===== src/design/pmfa_pkg.sv =====
package pmfa_pkg;

  localparam int unsigned MemoryBytes = 64;
  localparam int unsigned FrameBytes  = 16;
  localparam int unsigned FrameCount  = MemoryBytes / FrameBytes;
  localparam int unsigned AddrW       = $clog2(MemoryBytes);
  localparam int unsigned OffsetW     = $clog2(FrameBytes);
  localparam int unsigned FrameW      = $clog2(FrameCount);
  localparam int unsigned SlotW       = $clog2(FrameCount);
  localparam int unsigned PidCount    = 4;
  localparam int unsigned PidW        = 2;
  localparam int unsigned ModeW       = 2;
  localparam int unsigned VpnW        = 2;
  localparam int unsigned ByteW       = 8;
  localparam int unsigned StatusW     = 4;
  localparam int unsigned InDataW     = 16;
  localparam int unsigned OutDataW    = 24;

  typedef enum logic [ModeW-1:0] {
    MODE_MAP   = 2'd0,
    MODE_STORE = 2'd1,
    MODE_LOAD  = 2'd2,
    MODE_NONE  = 2'd3
  } mode_e;

  typedef enum logic [StatusW-1:0] {
    ST_MAPPED         = 4'd0,
    ST_UPDATED        = 4'd1,
    ST_STORED         = 4'd2,
    ST_LOADED         = 4'd3,
    ST_BAD_FLAG       = 4'd4,
    ST_NO_TABLE_FRAME = 4'd5,
    ST_NO_PAGE_FRAME  = 4'd6,
    ST_NOT_FOUND      = 4'd7,
    ST_READ_ONLY      = 4'd8
  } status_e;

  typedef enum logic [1:0] {
    KIND_MAP    = 2'd0,
    KIND_STORE  = 2'd1,
    KIND_LOAD   = 2'd2,
    KIND_REJECT = 2'd3
  } kind_e;

  typedef struct packed {
    kind_e                kind;
    status_e              reject_status;
    logic [PidW-1:0]      pid;
    logic [VpnW-1:0]      vpn;
    logic [OffsetW-1:0]   offset;
    logic [ByteW-1:0]     value;
  } req_t;

  typedef struct packed {
    logic              any;
    logic [FrameW-1:0] frame;
  } frame_pick_t;

  function automatic frame_pick_t lowest_free(logic [FrameCount-1:0] free);
    frame_pick_t pick;
    pick.any   = |free;
    pick.frame = '0;
    for (int i = FrameCount - 1; i >= 0; i--) begin
      if (free[i]) begin
        pick.frame = FrameW'(i);
      end
    end
    return pick;
  endfunction

endpackage


===== src/design/pmfa_front.sv =====
module pmfa_front
  import pmfa_pkg::*;
(
  input  logic                 s_tvalid_i,
  output logic                 s_tready_o,
  input  logic [ModeW-1:0]     s_mode_i,
  input  logic [InDataW-1:0]   s_data_i,
  output logic                 req_valid_o,
  input  logic                 req_ready_i,
  output req_t                 req_o
);

  logic [PidW-1:0]  pid;
  logic [AddrW-1:0] vaddr;
  logic [ByteW-1:0] value;

  assign pid   = s_data_i[PidW-1:0];
  assign vaddr = s_data_i[PidW+AddrW-1:PidW];
  assign value = s_data_i[PidW+AddrW+ByteW-1:PidW+AddrW];

  assign s_tready_o  = req_ready_i;
  assign req_valid_o = s_tvalid_i;

  always_comb begin
    req_o               = '0;
    req_o.pid           = pid;
    req_o.vpn           = vaddr[AddrW-1:OffsetW];
    req_o.offset        = vaddr[OffsetW-1:0];
    req_o.value         = value;
    req_o.reject_status = ST_NOT_FOUND;
    case (mode_e'(s_mode_i))
      MODE_MAP: begin
        if (value > ByteW'(1)) begin
          req_o.kind          = KIND_REJECT;
          req_o.reject_status = ST_BAD_FLAG;
        end else begin
          req_o.kind = KIND_MAP;
        end
      end
      MODE_STORE: req_o.kind = KIND_STORE;
      MODE_LOAD:  req_o.kind = KIND_LOAD;
      default:    req_o.kind = KIND_REJECT;
    endcase
  end

endmodule


===== src/design/pmfa_queue.sv =====
module pmfa_queue
  import pmfa_pkg::*;
(
  input  logic clk_i,
  input  logic rst_ni,
  input  logic in_valid_i,
  output logic in_ready_o,
  input  req_t in_req_i,
  output logic out_valid_o,
  input  logic out_ready_i,
  output req_t out_req_o
);

  req_t       slot_q [2];
  logic       wr_ptr_q, rd_ptr_q;
  logic [1:0] count_q;
  logic       push, pop;

  assign in_ready_o  = (count_q != 2'd2);
  assign out_valid_o = (count_q != 2'd0);
  assign out_req_o   = slot_q[rd_ptr_q];
  assign push        = in_valid_i & in_ready_o;
  assign pop         = out_ready_i & out_valid_o;

  always_ff @(posedge clk_i) begin
    if (push) begin
      slot_q[wr_ptr_q] <= in_req_i;
    end
  end

  always_ff @(posedge clk_i or negedge rst_ni) begin
    if (!rst_ni) begin
      wr_ptr_q <= 1'b0;
      rd_ptr_q <= 1'b0;
      count_q  <= 2'd0;
    end else begin
      if (push) wr_ptr_q <= ~wr_ptr_q;
      if (pop)  rd_ptr_q <= ~rd_ptr_q;
      count_q <= count_q + {1'b0, push} - {1'b0, pop};
    end
  end

endmodule


===== src/design/pmfa_back.sv =====
module pmfa_back
  import pmfa_pkg::*;
(
  input  logic                  clk_i,
  input  logic                  rst_ni,
  input  logic                  req_valid_i,
  output logic                  req_ready_o,
  input  req_t                  req_i,
  output logic                  m_tvalid_o,
  input  logic                  m_tready_i,
  output logic [StatusW-1:0]    m_status_o,
  output logic [OutDataW-1:0]   m_data_o
);

  typedef enum logic [6:0] {
    S_IDLE   = 7'b0000001,
    S_RD     = 7'b0000010,
    S_EVAL   = 7'b0000100,
    S_DECIDE = 7'b0001000,
    S_DATA   = 7'b0010000,
    S_OUT    = 7'b0100000,
    S_SPARE  = 7'b1000000
  } state_e;

  state_e state_q, state_d;

  logic [ByteW-1:0]   mem_q [MemoryBytes];
  logic [MemoryBytes-1:0] mem_vld_q;
  logic [ByteW-1:0]   rd_data_q;
  logic               rd_vld_q;
  logic               mem_we, mem_re;
  logic [AddrW-1:0]   mem_addr;
  logic [ByteW-1:0]   mem_wdata;
  logic [ByteW-1:0]   rd_byte;

  logic [FrameCount-1:0] frame_free_q, frame_free_d;
  logic [PidCount-1:0]   table_valid_q, table_valid_d;
  logic [FrameW-1:0]     table_frame_q [PidCount];
  logic [FrameW-1:0]     table_frame_d [PidCount];

  req_t               req_q, req_d;
  logic [FrameW-1:0]  tbase_q, tbase_d;
  logic [SlotW-1:0]   slot_q, slot_d;
  logic               skip_match_q, skip_match_d;
  logic               match_q, match_d;
  logic [SlotW-1:0]   match_slot_q, match_slot_d;
  logic [ByteW-1:0]   match_entry_q, match_entry_d;
  logic               zero_q, zero_d;
  logic [SlotW-1:0]   zero_slot_q, zero_slot_d;

  status_e            res_status_q, res_status_d;
  logic [ByteW-1:0]   res_rdata_q, res_rdata_d;
  logic [AddrW-1:0]   res_paddr_q, res_paddr_d;
  logic [FrameW-1:0]  res_fused_q, res_fused_d;
  logic               res_created_q, res_created_d;

  logic               out_valid_q;
  status_e            out_status_q;
  logic [ByteW-1:0]   out_rdata_q;
  logic [AddrW-1:0]   out_paddr_q;
  logic [FrameW-1:0]  out_fused_q;
  logic               out_created_q;
  logic               out_load;

  frame_pick_t        pick;
  logic [AddrW-1:0]   pa;

  assign rd_byte = rd_vld_q ? rd_data_q : '0;
  assign pick    = lowest_free(frame_free_q);
  assign pa      = {match_entry_q[FrameW:1], req_q.offset};

  always_comb begin
    state_d       = state_q;
    req_d         = req_q;
    tbase_d       = tbase_q;
    slot_d        = slot_q;
    skip_match_d  = skip_match_q;
    match_d       = match_q;
    match_slot_d  = match_slot_q;
    match_entry_d = match_entry_q;
    zero_d        = zero_q;
    zero_slot_d   = zero_slot_q;
    res_status_d  = res_status_q;
    res_rdata_d   = res_rdata_q;
    res_paddr_d   = res_paddr_q;
    res_fused_d   = res_fused_q;
    res_created_d = res_created_q;
    frame_free_d  = frame_free_q;
    table_valid_d = table_valid_q;
    table_frame_d = table_frame_q;
    req_ready_o   = 1'b0;
    mem_we        = 1'b0;
    mem_re        = 1'b0;
    mem_addr      = {tbase_q, {(OffsetW-SlotW){1'b0}}, slot_q};
    mem_wdata     = '0;
    out_load      = 1'b0;

    case (state_q)
      S_IDLE: begin
        req_ready_o = 1'b1;
        if (req_valid_i) begin
          req_d         = req_i;
          tbase_d       = table_frame_q[req_i.pid];
          slot_d        = '0;
          skip_match_d  = 1'b0;
          match_d       = 1'b0;
          zero_d        = 1'b0;
          res_status_d  = ST_NOT_FOUND;
          res_rdata_d   = '0;
          res_paddr_d   = '0;
          res_fused_d   = '0;
          res_created_d = 1'b0;
          case (req_i.kind)
            KIND_MAP: begin
              if (table_valid_q[req_i.pid]) begin
                state_d = S_RD;
              end else if (pick.any) begin
                frame_free_d[pick.frame]   = 1'b0;
                table_valid_d[req_i.pid]   = 1'b1;
                table_frame_d[req_i.pid]   = pick.frame;
                tbase_d                    = pick.frame;
                skip_match_d               = 1'b1;
                res_created_d              = 1'b1;
                state_d                    = S_RD;
              end else begin
                res_status_d = ST_NO_TABLE_FRAME;
                state_d      = S_OUT;
              end
            end
            KIND_STORE, KIND_LOAD: begin
              state_d = table_valid_q[req_i.pid] ? S_RD : S_OUT;
            end
            default: begin
              res_status_d = req_i.reject_status;
              state_d      = S_OUT;
            end
          endcase
        end
      end
      S_RD: begin
        mem_re  = 1'b1;
        state_d = S_EVAL;
      end
      S_EVAL: begin
        if (!match_q && !skip_match_q && rd_byte != '0 &&
            rd_byte[ByteW-1:3] == {{(ByteW-3-VpnW){1'b0}}, req_q.vpn}) begin
          match_d       = 1'b1;
          match_slot_d  = slot_q;
          match_entry_d = rd_byte;
        end
        if (!zero_q && rd_byte == '0) begin
          zero_d      = 1'b1;
          zero_slot_d = slot_q;
        end
        slot_d  = slot_q + SlotW'(1);
        state_d = (slot_q == SlotW'(FrameCount - 1)) ? S_DECIDE : S_RD;
      end
      S_DECIDE: begin
        state_d = S_OUT;
        case (req_q.kind)
          KIND_MAP: begin
            if (match_q) begin
              mem_we       = 1'b1;
              mem_addr     = {tbase_q, {(OffsetW-SlotW){1'b0}}, match_slot_q};
              mem_wdata    = {match_entry_q[ByteW-1:1], req_q.value[0]};
              res_status_d = ST_UPDATED;
            end else if (pick.any) begin
              frame_free_d[pick.frame] = 1'b0;
              mem_we       = zero_q;
              mem_addr     = {tbase_q, {(OffsetW-SlotW){1'b0}}, zero_slot_q};
              mem_wdata    = {{(ByteW-3-VpnW){1'b0}}, req_q.vpn, pick.frame,
                              req_q.value[0]};
              res_status_d = ST_MAPPED;
              res_fused_d  = pick.frame;
            end else begin
              res_status_d = ST_NO_PAGE_FRAME;
            end
          end
          KIND_STORE: begin
            if (!match_q) begin
              res_status_d = ST_NOT_FOUND;
            end else if (!match_entry_q[0]) begin
              res_status_d = ST_READ_ONLY;
            end else begin
              mem_we       = 1'b1;
              mem_addr     = pa;
              mem_wdata    = req_q.value;
              res_status_d = ST_STORED;
              res_paddr_d  = pa;
            end
          end
          KIND_LOAD: begin
            if (match_q) begin
              mem_re      = 1'b1;
              mem_addr    = pa;
              res_paddr_d = pa;
              state_d     = S_DATA;
            end else begin
              res_status_d = ST_NOT_FOUND;
            end
          end
          default: res_status_d = req_q.reject_status;
        endcase
      end
      S_DATA: begin
        res_rdata_d  = rd_byte;
        res_status_d = ST_LOADED;
        state_d      = S_OUT;
      end
      S_OUT: begin
        if (!out_valid_q || m_tready_i) begin
          out_load = 1'b1;
          state_d  = S_IDLE;
        end
      end
      default: state_d = S_IDLE;
    endcase
  end

  always_ff @(posedge clk_i) begin
    if (mem_we) begin
      mem_q[mem_addr] <= mem_wdata;
    end
    if (mem_re) begin
      rd_data_q <= mem_q[mem_addr];
    end
  end

  always_ff @(posedge clk_i) begin
    req_q         <= req_d;
    tbase_q       <= tbase_d;
    slot_q        <= slot_d;
    skip_match_q  <= skip_match_d;
    match_q       <= match_d;
    match_slot_q  <= match_slot_d;
    match_entry_q <= match_entry_d;
    zero_q        <= zero_d;
    zero_slot_q   <= zero_slot_d;
    res_status_q  <= res_status_d;
    res_rdata_q   <= res_rdata_d;
    res_paddr_q   <= res_paddr_d;
    res_fused_q   <= res_fused_d;
    res_created_q <= res_created_d;
    if (out_load) begin
      out_status_q  <= res_status_q;
      out_rdata_q   <= res_rdata_q;
      out_paddr_q   <= res_paddr_q;
      out_fused_q   <= res_fused_q;
      out_created_q <= res_created_q;
    end
  end

  always_ff @(posedge clk_i or negedge rst_ni) begin
    if (!rst_ni) begin
      state_q       <= S_IDLE;
      mem_vld_q     <= '0;
      rd_vld_q      <= 1'b0;
      frame_free_q  <= '1;
      table_valid_q <= '0;
      for (int i = 0; i < PidCount; i++) begin
        table_frame_q[i] <= '0;
      end
      out_valid_q   <= 1'b0;
    end else begin
      state_q       <= state_d;
      frame_free_q  <= frame_free_d;
      table_valid_q <= table_valid_d;
      table_frame_q <= table_frame_d;
      if (mem_we) begin
        mem_vld_q[mem_addr] <= 1'b1;
      end
      if (mem_re) begin
        rd_vld_q <= mem_vld_q[mem_addr];
      end
      if (out_load) begin
        out_valid_q <= 1'b1;
      end else if (m_tready_i) begin
        out_valid_q <= 1'b0;
      end
    end
  end

  assign m_tvalid_o = out_valid_q;
  assign m_status_o = out_status_q;
  assign m_data_o   = {{(OutDataW-ByteW-AddrW-FrameW-1){1'b0}}, out_created_q,
                       out_fused_q, out_paddr_q, out_rdata_q};

endmodule


===== src/design/paged_mmu_with_frame_allocator.sv =====
// An item that skips the table scan (rejected, no page table, no free table frame)
//   goes straight to output; map, store and load scan the table, and load then reads
//   its data byte. The back end takes a new item only when idle; the four-slot scan
//   of the single-port memory (a read and an evaluate state per slot) dominates.
// Reset: asynchronous; all frames free, no page tables, every memory byte reads zero
//   through per-byte valid bits, so no clearing pass is needed.
module paged_mmu_with_frame_allocator
  import pmfa_pkg::*;
(
  input  logic                 clk_i,
  input  logic                 rst_ni,
  input  logic                 s_axis_tvalid,
  output logic                 s_axis_tready,
  input  logic [InDataW-1:0]   s_axis_tdata,   // pid[1:0], virt_addr[7:2], value[15:8]
  input  logic [ModeW-1:0]     s_axis_tuser,   // mode[1:0]
  output logic                 m_axis_tvalid,
  input  logic                 m_axis_tready,
  output logic [OutDataW-1:0]  m_axis_tdata,   // read_data[7:0], phys_addr[13:8],
                                               // frame_used[15:14], table_created[16]
  output logic [StatusW-1:0]   m_axis_tuser    // status[3:0]
);

  logic front_valid, front_ready;
  req_t front_req;
  logic back_valid, back_ready;
  req_t back_req;

  pmfa_front u_front (
    .s_tvalid_i  (s_axis_tvalid),
    .s_tready_o  (s_axis_tready),
    .s_mode_i    (s_axis_tuser),
    .s_data_i    (s_axis_tdata),
    .req_valid_o (front_valid),
    .req_ready_i (front_ready),
    .req_o       (front_req)
  );

  pmfa_queue u_queue (
    .clk_i       (clk_i),
    .rst_ni      (rst_ni),
    .in_valid_i  (front_valid),
    .in_ready_o  (front_ready),
    .in_req_i    (front_req),
    .out_valid_o (back_valid),
    .out_ready_i (back_ready),
    .out_req_o   (back_req)
  );

  pmfa_back u_back (
    .clk_i       (clk_i),
    .rst_ni      (rst_ni),
    .req_valid_i (back_valid),
    .req_ready_o (back_ready),
    .req_i       (back_req),
    .m_tvalid_o  (m_axis_tvalid),
    .m_tready_i  (m_axis_tready),
    .m_status_o  (m_axis_tuser),
    .m_data_o    (m_axis_tdata)
  );

endmodule

===== config.mk =====
export PLATFORM = sky130hd
export DESIGN_NAME = paged_mmu_with_frame_allocator
export DESIGN_NICKNAME = d
export VERILOG_FILES = /design/src/design/pmfa_pkg.sv /design/src/design/pmfa_front.sv /design/src/design/pmfa_queue.sv /design/src/design/pmfa_back.sv /design/src/design/paged_mmu_with_frame_allocator.sv
export SDC_FILE = /design/constraint.sdc
export NUM_CORES = 1
export LEC_CHECK = 0
export BUFFER_PORTS_ARGS = -buffer_cell sky130_fd_sc_hd__clkbuf_2
export CELL_PAD_IN_SITES_DETAIL_PLACEMENT = 1
export CELL_PAD_IN_SITES_GLOBAL_PLACEMENT = 2
export CORE_MARGIN = 2
export CORE_UTILIZATION = 47
export CTS_CLUSTER_DIAMETER = 60
export CTS_CLUSTER_SIZE = 24
export DETAILED_ROUTE_END_ITERATION = 10
export GPL_ROUTABILITY_DRIVEN = 0
export PLACE_DENSITY = 0.75
export SYNTH_ARGS = -nofsm -noshare
export SYNTH_HDL_FRONTEND = slang
export SYNTH_SLANG_ARGS = --single-unit

===== constraint.sdc =====
create_clock -name clk_i -period 4.05 [get_ports clk_i]
set_input_delay 0.2025 -clock clk_i [delete_from_list [all_inputs] [get_ports clk_i]]
set_output_delay 0.2025 -clock clk_i [all_outputs]
set_load 0.05 [all_outputs]

* Word-level counts from Yosys, hierarchy flattened *
Memory sizes are Yosys's and may differ from the RTL's. A register that Yosys moved wholly into a read port is not among the register bits.
Index checks and enable logic that the tools add are counted.

storage, ports and cells
  memories kept = 2
  output and inout port bits = 30
  word-level logic and storage cells = 236
  bits in writable memories = 552
  input port bits = 22
  flip-flop bits (word level) = 173

memories
  memory          depth  bits a word  rd ports  clocked after memory_dff  write ports  line              source
  u_back.mem_q    64     8            1         1                         1            pmfa_back.sv:27   logic [ByteW-1:0] mem_q [MemoryBytes];
  u_queue.slot_q  2      20           1         0                         1            pmfa_queue.sv:14  req_t slot_q [2];

cells by class
  equality and inequality tests = 29
  bitwise operators = 11
  reductions and logical operators = 40
  $add $sub $neg = 3
  multiplexer cells = 107
  $lt $le $gt $ge = 9

operator list
  operator            number
  $mux 6              11
  $or 64x64->64       1
  $mux 4              13
  $mux 8              6
  $pmux 7 s6          1
  $mux 2              20
  $pmux 8 s2          2
  $mux 7              4
  $mux 1              25
  $pmux 4 s3          2
  $pmux 6 s2          2
  $pmux 6 s3          1
  $pmux 4 s2          2
  $pmux 7 s2          1
  $ne 2x2->1 const B  6
  $ne 3x2->1 const B  4
  $reduce_and 2->1    6
  $reduce_and 6->1    2
  $reduce_and 5->1    2
  $reduce_bool 2->1   5
  $reduce_and 3->1    3
  $bwmux 8            1
  $eq 2x2->1 const B  4
  $gt 8x1->1 const B  1
  other kinds (45)    74

* Logic depth before layout (Yosys ltp) *
  depth in word-level cells = 15
  gate-level depth with buffers = 14
  gate-level depth less buffers = 9

* Cells and area by module *
From an unflattened synthesis, not the netlist that was laid out.

unflattened totals
  cells, all modules = 1883
  area total of the unflattened synthesis = 29074.1 um2

by module, submodules not included
  module      area each (um2)  seq. area each (um2)  cells an instance  times used
  pmfa_back   27025.9          20225.6               1761               1
  pmfa_queue  1813.0           1421.4                90                 1
  pmfa_front  235.2            0.0                   32                 1

* Least setup slack after synthesis *
Ideal clock, no wire load.

  kind = reg-to-reg
  from = register u_back.match_q
  to = memory u_back.mem_q[0][3] (data pin)
  period minus slack after synthesis = 3.642 ns
  path buffers = 2
  path slack = 0.408 ns
  setup time = 0.548 ns
  data arrival time = 3.094 ns
  stages on the path, launching flop included = 6
  data required time = 3.502 ns
  cells stage by stage = edfxtp_1 -> buf_1 -> clkbuf_1 -> and2_1 -> a22oi_1 -> a21oi_1

between the ends
  word-level cells in the longest chain between the ends = 3
  elaborated cells on any way between the ends = 4
  those cells by class = mux (4)

ends and longest elaborated chain
  what                              line                                source
  from (decl)                       pmfa_back.sv:45                     logic match_q, match_d;
  from (signal assigned)            pmfa_back.sv:234                    match_q <= match_d;
  $mux 8, on equally long branches  pmfa_back.sv:180, pmfa_back.sv:162
  $pmux 8 s2 (*)                    pmfa_back.sv:160                    case (req_q.kind)
  $mux 8 (*)                        pmfa_back.sv:98                     case (state_q)
  via u_back.mem_wdata[3]           pmfa_back.sv:33                     logic [ByteW-1:0] mem_wdata;
  to (decl)                         pmfa_back.sv:27

The timed path passes the listed nets; every way through them passes the cells marked *.

* Worst setup path in the final report *
  from = register u_back.state_q[1]
  to = register u_back.rd_vld_q

between the ends
  word-level cells in the longest chain between the ends = 4
  elaborated cells on any way between the ends = 6
  those cells by class = eq/ne (2); mux (4)

ends and longest elaborated chain
  what                          line              source
  from (decl)                   pmfa_back.sv:25   state_e state_q, state_d;
  from (signal assigned)        pmfa_back.sv:265  state_q <= state_d;
  $eq 7x4->1                    pmfa_back.sv:98
  $mux 6                        pmfa_back.sv:98
  $bmux 1 s6                    pmfa_back.sv:273  rd_vld_q <= mem_vld_q[mem_addr];
  $mux 1 (not written as such)  pmfa_back.sv:273
  to (signal assigned)          pmfa_back.sv:273
  to (decl)                     pmfa_back.sv:30   logic rd_vld_q;

Several ways; a longest one is shown, not always the timed one. The select of a mux whose other input is x is not followed.
A chain may end at the register's enable or synchronous reset.

==> results by stage <==
Timing:
- The count of pins over their slew limit was 0.
- Across all setup checks in the final design, the least slack found is between 0.09 and 0.1 ns.
- The share of the cycle needed by the critical path after routing is 0.976.
- The number of hold violations in the final report is 0.
- For the final database, setup skew stands at 0.0411 ns.
- The clock period minus final worst setup slack is between 3 and 4 ns.
- The aggregate negative setup slack is 0 ns.
- Headroom to the max-slew limit came out at 0.220.
- For the pin with the worst max-slew slack, the measured transition is between 1 and 1.5 ns.
- Setup repair after global routing left no endpoint under its margin.
- The maximum operating frequency is 253 MHz.
- Setup violations remaining at the end of the flow were counted as 0.

Logic synthesis:
- Synthesis inferred 727 register bits.
- Yosys attributes the largest share of cell area to edfxtp_1, dfrtp_1, nand2_1.
- For this run, the number of Yosys warnings is 0.
- In the synthesized netlist, the number of instances is 1826.
- The synthesized area divided by synthesized cell count is 15.5 sq um.
- Summed over all instances, the cell type with the most area after synthesis is edfxtp_1.
- The share of flip-flops with an asynchronous set or reset is 0.127.
- The most instantiated flip-flop cell in the synthesis netlist is edfxtp_1.
- The number of different library cells in the post-synthesis netlist is 78.
- In this run the cell area of the synthesized design comes to 28200 sq um.
- In this run, synthesis inferred around 640 flip-flops with an integrated enable.
- The area fraction of the dominant cell type after synthesis is 0.675.
- The share of the Yosys chip area taken by registers is 0.757.

Global route:
- The leftover overflow at the end of global routing is 0.
- The via count of the first global-routing pass is 18600.
- The initial antenna violation count is 1.
- Entering global routing, the biggest net connects 65 pins.
- The first global-routing pass estimated 129000 microns of wire.
- The total global routing track utilization is 0.285.

Routing:
- In the final routed layout, each cell accounts on average for approximately 31 microns.
- The number of DRC violations after detailed routing is 0.
- The detail route stage leaves a number of antenna-violating nets equal to 0.
- In this run, the number of DRC markers left after iteration 0 of detailed routing was 2047.
- Dividing the detail-routed via count by the number of cells gives 6.26.
- The first-pass detailed-route iteration total is 8.
- Summed over all layers, the routed wires come to 88100 microns.
- Summing over every cut layer, the via total after detailed routing is roughly 18000.

Die:
- The core region area is slightly below 60000 sq um.
- 52 I/O pins were placed.
- The overall die height is approximately 250 microns.
- After floorplanning, the core was divided into 89 placement rows.
- The floorplan die area is roughly 62000 sq um.
- From left edge to right edge, the die measures 249 microns.
- The starting density of the core is 0.477.

Clocking:
- Clock-pin slew was measured on the worst setup and hold paths at approximately 0.090 ns.
- CTS placed an instance of clkbuf_16 at the clock tree root.
- The latest clock arrival within the worst-skew pair is 0.64 ns.
- The CTS tree is built.
- The total clock sinks is 727.
- The maximum level of the CTS H-tree is 2.
- The total clock buffers created by CTS is 48.
- The number of buffers between clock root and the deepest sink is 3.

Outcome:
- The run finished with clean final reports.

Job:
- The max-cap check violation count is 0.

Critical path:
- The worst setup path is captured at a flip-flop.
- STA classifies the critical path startpoint as a flip-flop.
- The largest fanout on the critical path is 13.
- The worst setup path is of the flip-flop to flip-flop kind.
- The required time at the worst-slack endpoint is 4.61 ns.
- At the worst endpoint, the arrival time is 4.51 ns.

Final layout:
- From synthesis to final layout, the design area changed by 16.0%.
- The number of standard cells in the final layout excluding fillers is 2847.
- For this run, the post-layout net count is a little over 2000.
- The post-route cell area is 32800 sq um.
- The library cell used most frequently in the layout, excluding fill and tap cells, is edfxtp_1.
- In the layout the commonest cells are edfxtp_1, nand2_1, buf_4.
- The fraction of final layout cells sized beyond drive strength 1 is 0.231.
- The number of antenna cells inserted is 0.
- The number of filler instances in the final layout is around 5500.

Place:
- The total cell area at the placement stage is about 31000 sq um.
- The cell count after placement is 2733.
- The HPWL after detailed placement is 58400 microns.
- The count of input and output buffers is 44.
- The worst slack at placement is 0.0608 ns.

Power:
- For this design the ratio of total power to cell area is 584 nW/um^2.
- Summed over all cells, the static leakage comes to 10.7 nW.
- VDD sags by at most 0.495 mV.

Min path:
- The worst min-delay path class is primary input to async pin.
-- repair_timing --
action / 4_1_cts / 5_1_grt
resized for setup: 0 / 5
setup buffers: 0 / 2
hold endpoints to repair: 83 / 0
setup endpoints to repair: 0 / 8
hold buffers: 22 / 0
-- cell families (layout without fill, tap and decap cells) --
| group | count (synthesis) | after routing | synth area share |
|---|---|---|---|
| multiplexers | 82 | 82 | 0.0326 |
| flip-flops | 727 | 727 | 0.757 |
| buffers and inverters | 108 | 350 | 0.0162 |
| adder cells (fa/ha/maj) | 5 | 5 | 0.00221 |
| other | 1 | 7 | 0.000133 |
| AO/OA/AOI/OAI | 371 | 371 | 0.100 |
| XOR/XNOR | 6 | 6 | 0.00186 |
| AND/OR/NAND/NOR | 526 | 526 | 0.0901 |
-- cell usage after synthesis, types with 4 or more instances --
master,count
edfxtp_1,635
nand2_1,194
nor2_1,116
a22oi_1,93
dfrtp_1,87
or2_2,69
a222oi_1,58
clkbuf_1,51
mux2_2,51
a31oi_1,45
a21oi_1,43
nand3_1,31
mux2i_1,28
o21ai_0,28
buf_2,18
inv_1,18
nor3_1,18
a22o_1,16
and3_1,16
buf_1,13
and2_1,12
o211ai_1,12
nor2b_1,11
a211oi_1,8
buf_4,8
nand2b_1,8
nor4_1,8
a221oi_1,6
nand4_1,6
o22a_1,6
dfstp_2,5
ha_1,5
o2bb2ai_1,5
or3_1,5
xnor2_1,5
a21o_1,4
a31o_2,4
and3b_1,4
and4_1,4
and4b_1,4
o21a_1,4
or4_1,4
-- flip-flops by register name, indices dropped and copies added, names as in the netlist, 6 cells and up --
| name | cells |
|---|---|
| u_back.match_entry_q | 8 |
| u_back.mem_vld_q | 64 |
| u_back.state_q | 6 |
| u_back.out_paddr_q | 6 |
| u_back.res_paddr_q | 6 |
| u_back.res_rdata_q | 8 |
| u_back.out_rdata_q | 8 |
| u_back.rd_data_q | 8 |
| u_back.req_q | 13 |
| u_back.mem_q | 512 |
| u_back.table_frame_q | 8 |
| u_queue.slot_q | 38 |
-- per-layer routing --
layer  vias up  track usage  share of wire  wire length (microns)
met1      9410        0.379           0.41                  35900
met2       717        0.484           0.50                  43700
li1       7564            -              -                      -
met5         -            0              0                      0
met4         0       0.0941          0.032                   2780
met3       144       0.0395          0.065                   5720
-- through the flow --
stage               hold WS [ns]  utilization  total power, mW
floorplan                -0.0931            -             11.4
global placement           0.285        0.518             13.4
detailed placement         0.292        0.518             13.5
CTS                        0.146        0.552             19.1
global route               0.202        0.553             19.7
finish                     0.160        0.553             19.1
-- critical path: stages (launching register included) --
cell and delay [ns]:
dfrtp_1 0.49, or4_1 0.67, nor2_2 0.31, buf_4 0.26
o211ai_1 0.15, buf_4 0.21, nor3_1 0.92, nand4_1 0.36
o311ai_0 0.21, nor4_1 0.10, a31oi_1 0.18
-- power breakdown --
group	internal (mW)	switching, mW	leakage (nW)
combinational	1.63	3.04	3.91
sequential	8.59	0.238	5.91
clock	2.74	2.88	0.862
total	13.0	6.16	10.7
-- area by class of cell --
type                            instances  area, sq um  area share
Sequential cell                       727        21400       0.652
Multi-Input combinational cell        997         6610       0.202
Timing Repair Buffer                  242         1950      0.0596
Clock buffer                           53         1260      0.0385
Tap cell                              773          967      0.0295
Clock inverter                         37          529      0.0162
Inverter                               18         67.6     0.00206
-- worst paths after layout --
check | cells after the start | slack, ns | to | startpoint
max | 10 | 0.1 | u_back.rd_vld_q | u_back.state_q[1]
min reg2reg | 0 | 0.43 | u_back.out_fused_q[0] | u_back.res_fused_q[0]
min | 2 | 0.16 | u_back.mem_vld_q[8] | rst_ni
max in group asynchronous | 3 | 2.92 | u_back.mem_vld_q[1] | rst_ni
min in group clk_i | 2 | 0.33 | u_queue.slot_q[1][14] | s_axis_tdata[0]
max reg2reg | 10 | 0.1 | u_back.rd_vld_q | u_back.state_q[1]
Power figures use the tool's default switching activity.
